[config.mk]
export PLATFORM = sky130hd
export DESIGN_NAME = rc_pulse_width_capture_3ch_unit
export DESIGN_NICKNAME = d
export VERILOG_FILES = /design/src/rtl/core/rcpw_pkg.sv /design/src/rtl/core/rcpw_chan.sv /design/src/rtl/core/rcpw_press.sv /design/src/rtl/core/rc_pulse_width_capture_3ch_unit.sv
export SDC_FILE = /design/constraint.sdc
export NUM_CORES = 1
export LEC_CHECK = 0
export ABC_AREA = 1
export BUFFER_PORTS_ARGS = -buffer_cell sky130_fd_sc_hd__buf_2
export CAP_MARGIN = 5
export CORE_MARGIN = 2
export CORE_UTILIZATION = 45
export DETAILED_ROUTE_END_ITERATION = 8
export GPL_TIMING_DRIVEN = 0
export SYNTH_ARGS = -nofsm -noshare
export SYNTH_HDL_FRONTEND = slang
export SYNTH_HIERARCHICAL = 1
export SYNTH_SLANG_ARGS = --single-unit
[constraint.sdc]
create_clock -name clk -period 5.65 [get_ports clk]
set_input_delay 0.8475 -clock clk [delete_from_list [all_inputs] [get_ports clk]]
set_output_delay 0.8475 -clock clk [all_outputs]
set_load 0.005 [all_outputs]
[src/rtl/core/rcpw_pkg.sv]
package rcpw_pkg;

  localparam int NUM_CH    = 3;
  localparam int CH_STEER  = 0;
  localparam int CH_SPEED  = 1;
  localparam int CH_BUTTON = 2;

  localparam int TIME_W  = 32;
  localparam int WIDTH_W = 16;
  localparam int DZ_W    = 16;

  localparam int IN_TDATA_W  = 40;
  localparam int OUT_TDATA_W = 56;

  localparam int PADDR_W = 3;
  localparam int PDATA_W = 32;

  localparam logic [DZ_W-1:0] DEAD_ZONE_RST = 16'd200;

  // register index is paddr[2], byte offset below it
  localparam logic REG_DEAD_ZONE = 1'b0;

  localparam logic FUNC_SAMPLE = 1'b0;
  localparam logic FUNC_QUERY  = 1'b1;

  typedef struct packed {
    logic               fall;
    logic [TIME_W-1:0]  diff;
    logic [WIDTH_W-1:0] prev_width;
  } rcpw_fall_t;

endpackage

[src/rtl/core/rcpw_chan.sv]
module rcpw_chan
  import rcpw_pkg::*;
(
  input  logic               clk,
  input  logic               rst,
  input  logic               en,
  input  logic               level,
  input  logic [TIME_W-1:0]  now,
  output logic               level_nx,
  output logic [WIDTH_W-1:0] width_nx,
  output rcpw_fall_t         fall_ev
);

  logic               level_q;
  logic [TIME_W-1:0]  stamp;
  logic [WIDTH_W-1:0] width;
  logic [TIME_W-1:0]  stamp_next;
  logic [TIME_W-1:0]  diff;
  logic               rise;
  logic               fall;

  assign diff = now - stamp;
  assign rise = en && level && !level_q;
  assign fall = en && !level && level_q;

  always_comb begin
    level_nx   = level_q;
    width_nx   = width;
    stamp_next = stamp;
    if (rise) begin
      level_nx   = 1'b1;
      stamp_next = now;
    end else if (fall) begin
      level_nx = 1'b0;
      width_nx = diff[WIDTH_W-1:0];
    end
  end

  assign fall_ev.fall       = fall;
  assign fall_ev.diff       = diff;
  assign fall_ev.prev_width = width;

  always_ff @(posedge clk) begin
    if (rst) begin
      level_q <= 1'b0;
      stamp   <= '0;
      width   <= '0;
    end else begin
      level_q <= level_nx;
      stamp   <= stamp_next;
      width   <= width_nx;
    end
  end

endmodule

[src/rtl/core/rcpw_press.sv]
module rcpw_press
  import rcpw_pkg::*;
(
  input  logic            clk,
  input  logic            rst,
  input  logic            query_en,
  input  rcpw_fall_t      fall_ev,
  input  logic [DZ_W-1:0] dead_zone,
  output logic            pressed
);

  logic              flag;
  logic              flag_next;
  logic [TIME_W-1:0] p32;
  logic [TIME_W-1:0] dz32;
  logic [TIME_W-1:0] upper;
  logic [TIME_W-1:0] lower;

  assign p32   = {{(TIME_W-WIDTH_W){1'b0}}, fall_ev.prev_width};
  assign dz32  = {{(TIME_W-DZ_W){1'b0}}, dead_zone};
  // both bounds wrap modulo 2^32
  assign upper = fall_ev.diff + dz32;
  assign lower = fall_ev.diff - dz32;

  always_comb begin
    flag_next = flag;
    if (query_en) begin
      flag_next = 1'b0;
    end else if (fall_ev.fall) begin
      if (p32 < dz32) begin
        flag_next = 1'b0;
      end else if ((p32 > upper) || (p32 < lower)) begin
        flag_next = 1'b1;
      end
    end
  end

  assign pressed = query_en & flag;

  always_ff @(posedge clk) begin
    if (rst) begin
      flag <= 1'b0;
    end else begin
      flag <= flag_next;
    end
  end

endmodule

[src/rtl/core/rc_pulse_width_capture_3ch_unit.sv]
// a request passes the input register and then the result register before its result is valid
// throughput: one request per cycle unless the result side stalls; the state update
//   for a request is done in the single combinational pass between the two registers
// reset: synchronous active-high rst clears levels, edge stamps, widths and the press
//   flag, empties both registers and sets dead_zone to 200
module rc_pulse_width_capture_3ch_unit
  import rcpw_pkg::*;
(
  input  logic                   clk,
  input  logic                   rst,
  // s_tdata: [2:0] pin_levels, [34:3] time_us, [39:35] zero
  input  logic [IN_TDATA_W-1:0]  s_tdata,
  // s_tuser: [0] func
  input  logic                   s_tuser,
  input  logic                   s_tvalid,
  output logic                   s_tready,
  // m_tdata: [15:0] steer_width, [31:16] speed_width, [47:32] button_width,
  //          [50:48] channel_high, [51] button_pressed, [55:52] zero
  output logic [OUT_TDATA_W-1:0] m_tdata,
  output logic                   m_tvalid,
  input  logic                   m_tready,
  input  logic                   psel,
  input  logic                   penable,
  input  logic                   pwrite,
  input  logic [PADDR_W-1:0]     paddr,
  input  logic [PDATA_W-1:0]     pwdata,
  output logic [PDATA_W-1:0]     prdata,
  output logic                   pready
);

  logic [DZ_W-1:0]    dead_zone;
  logic               in_valid;
  logic               in_func;
  logic [NUM_CH-1:0]  in_pins;
  logic [TIME_W-1:0]  in_time;
  logic               advance;
  logic               sample_en;
  logic               query_en;
  logic [NUM_CH-1:0]  level_nx;
  logic [WIDTH_W-1:0] width_nx [NUM_CH];
  rcpw_fall_t         fall_ev [NUM_CH];
  logic               pressed;

  // config port
  assign pready = 1'b1;

  always_ff @(posedge clk) begin
    if (rst) begin
      dead_zone <= DEAD_ZONE_RST;
    end else if (psel && penable && pwrite && pready && (paddr[2] == REG_DEAD_ZONE)) begin
      dead_zone <= pwdata[DZ_W-1:0];
    end
  end

  assign prdata = (paddr[2] == REG_DEAD_ZONE) ? {{(PDATA_W-DZ_W){1'b0}}, dead_zone} : '0;

  // input register
  assign advance  = in_valid && (!m_tvalid || m_tready);
  assign s_tready = !in_valid || advance;

  always_ff @(posedge clk) begin
    if (rst) begin
      in_valid <= 1'b0;
    end else if (s_tready) begin
      in_valid <= s_tvalid;
    end
  end

  always_ff @(posedge clk) begin
    if (s_tvalid && s_tready) begin
      in_func <= s_tuser;
      in_pins <= s_tdata[NUM_CH-1:0];
      in_time <= s_tdata[NUM_CH+TIME_W-1:NUM_CH];
    end
  end

  assign sample_en = advance && (in_func == FUNC_SAMPLE);
  assign query_en  = advance && (in_func == FUNC_QUERY);

  for (genvar c = 0; c < NUM_CH; c++) begin : g_chan
    rcpw_chan u_chan (
      .clk      (clk),
      .rst      (rst),
      .en       (sample_en),
      .level    (in_pins[c]),
      .now      (in_time),
      .level_nx (level_nx[c]),
      .width_nx (width_nx[c]),
      .fall_ev  (fall_ev[c])
    );
  end

  rcpw_press u_press (
    .clk       (clk),
    .rst       (rst),
    .query_en  (query_en),
    .fall_ev   (fall_ev[CH_BUTTON]),
    .dead_zone (dead_zone),
    .pressed   (pressed)
  );

  // result register
  always_ff @(posedge clk) begin
    if (rst) begin
      m_tvalid <= 1'b0;
    end else if (advance) begin
      m_tvalid <= 1'b1;
    end else if (m_tready) begin
      m_tvalid <= 1'b0;
    end
  end

  always_ff @(posedge clk) begin
    if (advance) begin
      m_tdata <= {{(OUT_TDATA_W-3*WIDTH_W-NUM_CH-1){1'b0}}, pressed, level_nx,
                  width_nx[CH_BUTTON], width_nx[CH_SPEED], width_nx[CH_STEER]};
    end
  end

endmodule

# After elaboration in Yosys (flattened, before gate mapping)
# Index checks and enable logic that the tools add are counted.
[totals]
regBits = 222
input_bits = 83
output_inout_bits = 91
word_cells = 79
[op_classes]
addsub = 5
order_cmp = 3
n_mux = 17
bitwise_logic = 3
reduce_logical = 34
[ops]
columns = ["operator", "count"]
rows = [
  ["16-bit 2-to-1 mux", 7],
  ["32-bit by 16-bit adder with 32-bit output", 1],
  ["16-bit by 32-bit > comparator with 1-bit output", 1],
  ["16-bit by 32-bit less-than comparator with 1-bit output", 1],
  ["16-bit subtractor", 2],
  ["32-bit by 16-bit subtractor with 32-bit output", 1],
  ["32-bit subtractor", 1],
  ["1-bit logical AND", 19],
  ["16-bit less-than comparator", 1],
  ["1-bit 2-to-1 mux", 10],
  ["1-bit zero test", 8],
  ["2-bit nonzero test", 2],
  ["1-bit logical OR", 3],
  ["1-bit inverter", 2],
  ["2-bit AND reduction", 1],
  ["2-bit OR reduction", 1],
  ["1-bit AND", 1],
]

# Logic depth before layout (Yosys ltp)
[depth]
word_depth = 8
mapped_depth = 37
depth_no_buf = 36

# Cells and area by module
# Netlist, hierarchy kept.
[by_module_without_submodules]
columns = ["module", "n_inst", "cells_each", "area_per_inst_um2", "seq_area_each_um2"]
rows = [
  ["rcpw_chan (g_chan[1].u_chan ...)", 2, 674, 4164.0, 980.9],
  ["rcpw_press", 1, 849, 4491.8, 20.0],
  ["rcpw_chan (g_chan[0].u_chan)", 1, 674, 4134.0, 980.9],
  ["rc_pulse_width_capture_3ch_unit", 1, 262, 3784.9, 3002.9],
]

# Least setup slack after synthesis
# OpenSTA, ideal clock, no wires.
[synth_path]
path_kind = "reg-to-reg"
start = "register in_time[0]"
end = "register u_press.flag"
setup_time_ps = 66
arrival_ps = 3891
required_ps = 5584
path_slack_ps = 1693
path_stages_with_launch = 36
path_buffers = 1
period_less_slack_ps = 3957
path_cell_list = "edfxtp_1 > inv_1 > ha_1 > fa_1 > inv_1 > nand3_1 > nand2_2 > nand2_2 > nand2_4 > nand2_2 > nand3_1 > nand2_1 > ha_1 > buf_4 > nor2_1 > inv_1 > nor2_4 > nand2_1 > nand2_1 > a31oi_1 > xor2_1 > ha_1 > nand2_1 > inv_1 > nand3_1 > nor2_1 > and3_1 > a21oi_1 > nand2_1 > nor2_1 > nand3_1 > nor2_1 > nand2_1 > nand2_1 > nand2_1 > a21oi_2"
[synth_lines]
columns = ["element", "line_no", "source"]
rows = [
  ["start, declared", "rc_pulse_width_capture_3ch_unit.sv:35", "logic [TIME_W-1:0] in_time;"],
  ["start signal, assigned", "rc_pulse_width_capture_3ch_unit.sv:73", "in_time <= s_tdata[NUM_CH+TIME_W-1:NUM_CH];"],
  ["end signal, assigned", "rcpw_press.sv:44", "flag <= flag_next;"],
  ["end, declared", "rcpw_press.sv:12", "logic flag;"],
]

==> results.md <==
* Status: completed
* Setup TNS at 0 ns
* Clk slew on worst S/H paths at 0.06 ns
* Clk_skew at 0.0312 ns
* Routed len/inst at 14.8 um
* Place WS at 0.101 ns
* Io pins at 174
* Max-slew headroom at 42.0%
* Aggregate global routing overflow at 0
* CP max FO at 8
* Fin nets at 2,913
* Num CTS Buffers at 26
* Actual slew at the worst max-slew pin at 0.868 ns
* Avg Inst Size Synth at 6.86 um2
* Slowest CP cell: edfxtp_1
* Cell Area, Placed at 18,500 um2
* Routed wire length at 47.6 mm
* Total iterations of the first detailed-routing run at 5
* Most frequent cells in the layout: nand2_1 (683), inv_1 (459), nor2_1 (265)
* Cell Pwr Density at 255 nW/um2
* Final Core Density at 51.9%
* Layout cells sized above 1 at 16.5%
* Commonest non-fill, non-tap cell in the layout: nand2_1
* Crit Path Class: flop to flop
* Final worst-path cycle share at 92.4%
* Req. time, crit path at 6.14 ns
* VDD IR max at 236 uV
* Initial core utilization at 45.6%
* Leakage Power at 0.0101 uW
* CORE AREA at 37,600 um2
* Drt via density at 4.81
* Via count at 15,500
* Worst EP arrival at 5.71 ns
* Die H at 199 um
* Final worst slack at 0.430 ns
* Number of global-route vias before repair at 15,100
* CTS root buf: clkbuf_16
* Synthesis-to-layout area growth at 13.8%
* Die width at 199 um
* Number of fill cells at 3,854
* Tot GR Track Use at 24.4%
* Post-route DRC at 0
* Synthesized area at 17,200 um2
* Path type of the worst min-delay path: primary input to flop
* Max incr delay on CP at 0.52 ns
* Final min period at 5.22 ns
* Die ar. at 39,700 um2
* CTS tree: yes
* CTS sink cnt at 222
* Cell count after synthesis at 2,499
* Warnings from Yosys at 6
* Fmax at 0.192 GHz
* Final instance area at 19,500 um2
* Iter 0 DRT Violations at 687
* Placer congestion estimate at 0.908
* # port buffers at 128
* Initial antenna violation count at 0
* CTS max path bufs at 3
* DP Wirelength at 39.4 mm
* Largest net degree at the start of global routing at 38
* RSZ-0062 raised after global routing: false
* CP startpoint kind: flop
* Fin. Hold Viols at 0
* Antenna Nets Post-Route at 0
* Setup-failing EPs final at 0
* # diodes at 0
* Max Transition Viols Final at 0
* Clock Latency Late Sink at 0.56 ns
* Power consumption at 4970 uW
* First-pass GRT wire length at 76.1 mm
* Rows at 71
* CTS HTree Levels at 1
* Critical Path End Type: flop
* Most repeated library cell on the critical path: nand2_1
* Max-Cap Viols at 0
## critical path, delay by kind of cell (launching register included)
| family | cells | cell delay (ns) |
|---|---|---|
| simple gates | 22 | 2.37 |
| fa+ha+maj | 3 | 1.00 |
| compound gates | 4 | 0.78 |
| flops | 1 | 0.52 |
| buf+inv | 3 | 0.31 |
| xor+xnor | 1 | 0.17 |
## report_power, final
group,switching (uW),total (uW),leakage (uW),internal (uW)
sequential,38.6,1760,0.00194,1720
clock,706,1790,0.000445,1090
combinational,947,1420,0.00771,471
## registers in the layout (all words and copies together), names as in the netlist
name	cells
g_chan.u_chan/width	48
in_valid	1
m_tdata	52
g_chan.u_chan/stamp	64
u_press/flag	1
dead_zone	16
in_time	32
in_pins	3
in_func	1
m_tvalid	1
g_chan.u_chan/level_q	3
## cell type report
| class | instances | area, um2 | share of cell area (%) |
|---|---|---|---|
| well taps | 511 | 639 | 3.28 |
| flip-flops and latches | 222 | 5330 | 27.3 |
| clock buffers | 31 | 669 | 3.43 |
| inverters | 493 | 1850 | 9.49 |
| clock inverters | 17 | 243 | 1.24 |
| multi-input cells | 1726 | 9600 | 49.2 |
| plain buffers | 77 | 464 | 2.38 |
| repair buffers | 137 | 721 | 3.69 |
## metrics by stage
stage	cells	hold slack (ns)
6_report	3214	0.460
5_1_grt	3214	0.432
4_1_cts	3206	0.438
3_5_place_dp	3158	0.459
3_3_place_gp	3157	0.447
2_1_floorplan	2518	0.439
## final timing paths
| check | slack, ns | to | depth (start not counted) | start |
|---|---|---|---|---|
| max | 0.43 | u_press/flag | 33 | in_time[5] |
| min | 0.46 | in_pins[1] | 1 | s_tdata[1] |
| max reg2reg | 0.43 | u_press/flag | 33 | in_time[5] |
| min reg2reg | 0.46 | u_press/flag | 2 | u_press/flag |
## metal layers
layer	part of all wire (%)	GRT usage [%]	vias to the layer above
met2	49	44.8	260
met4	3.0	7.57	0
li1	-	-	8108
met5	0	0	-
met3	3.9	2.60	64
met1	44	29.9	7018
## repair_timing
| item | CTS | global route |
|---|---|---|
| buffers inserted | 0 | 8 |
| gates resized for setup | 0 | 4 |
| endpoints found under the hold margin | 0 | 0 |
| setup endpoints to repair | 0 | 1 |
| hold buffers | 0 | 0 |
Power figures use the tool's default switching activity.
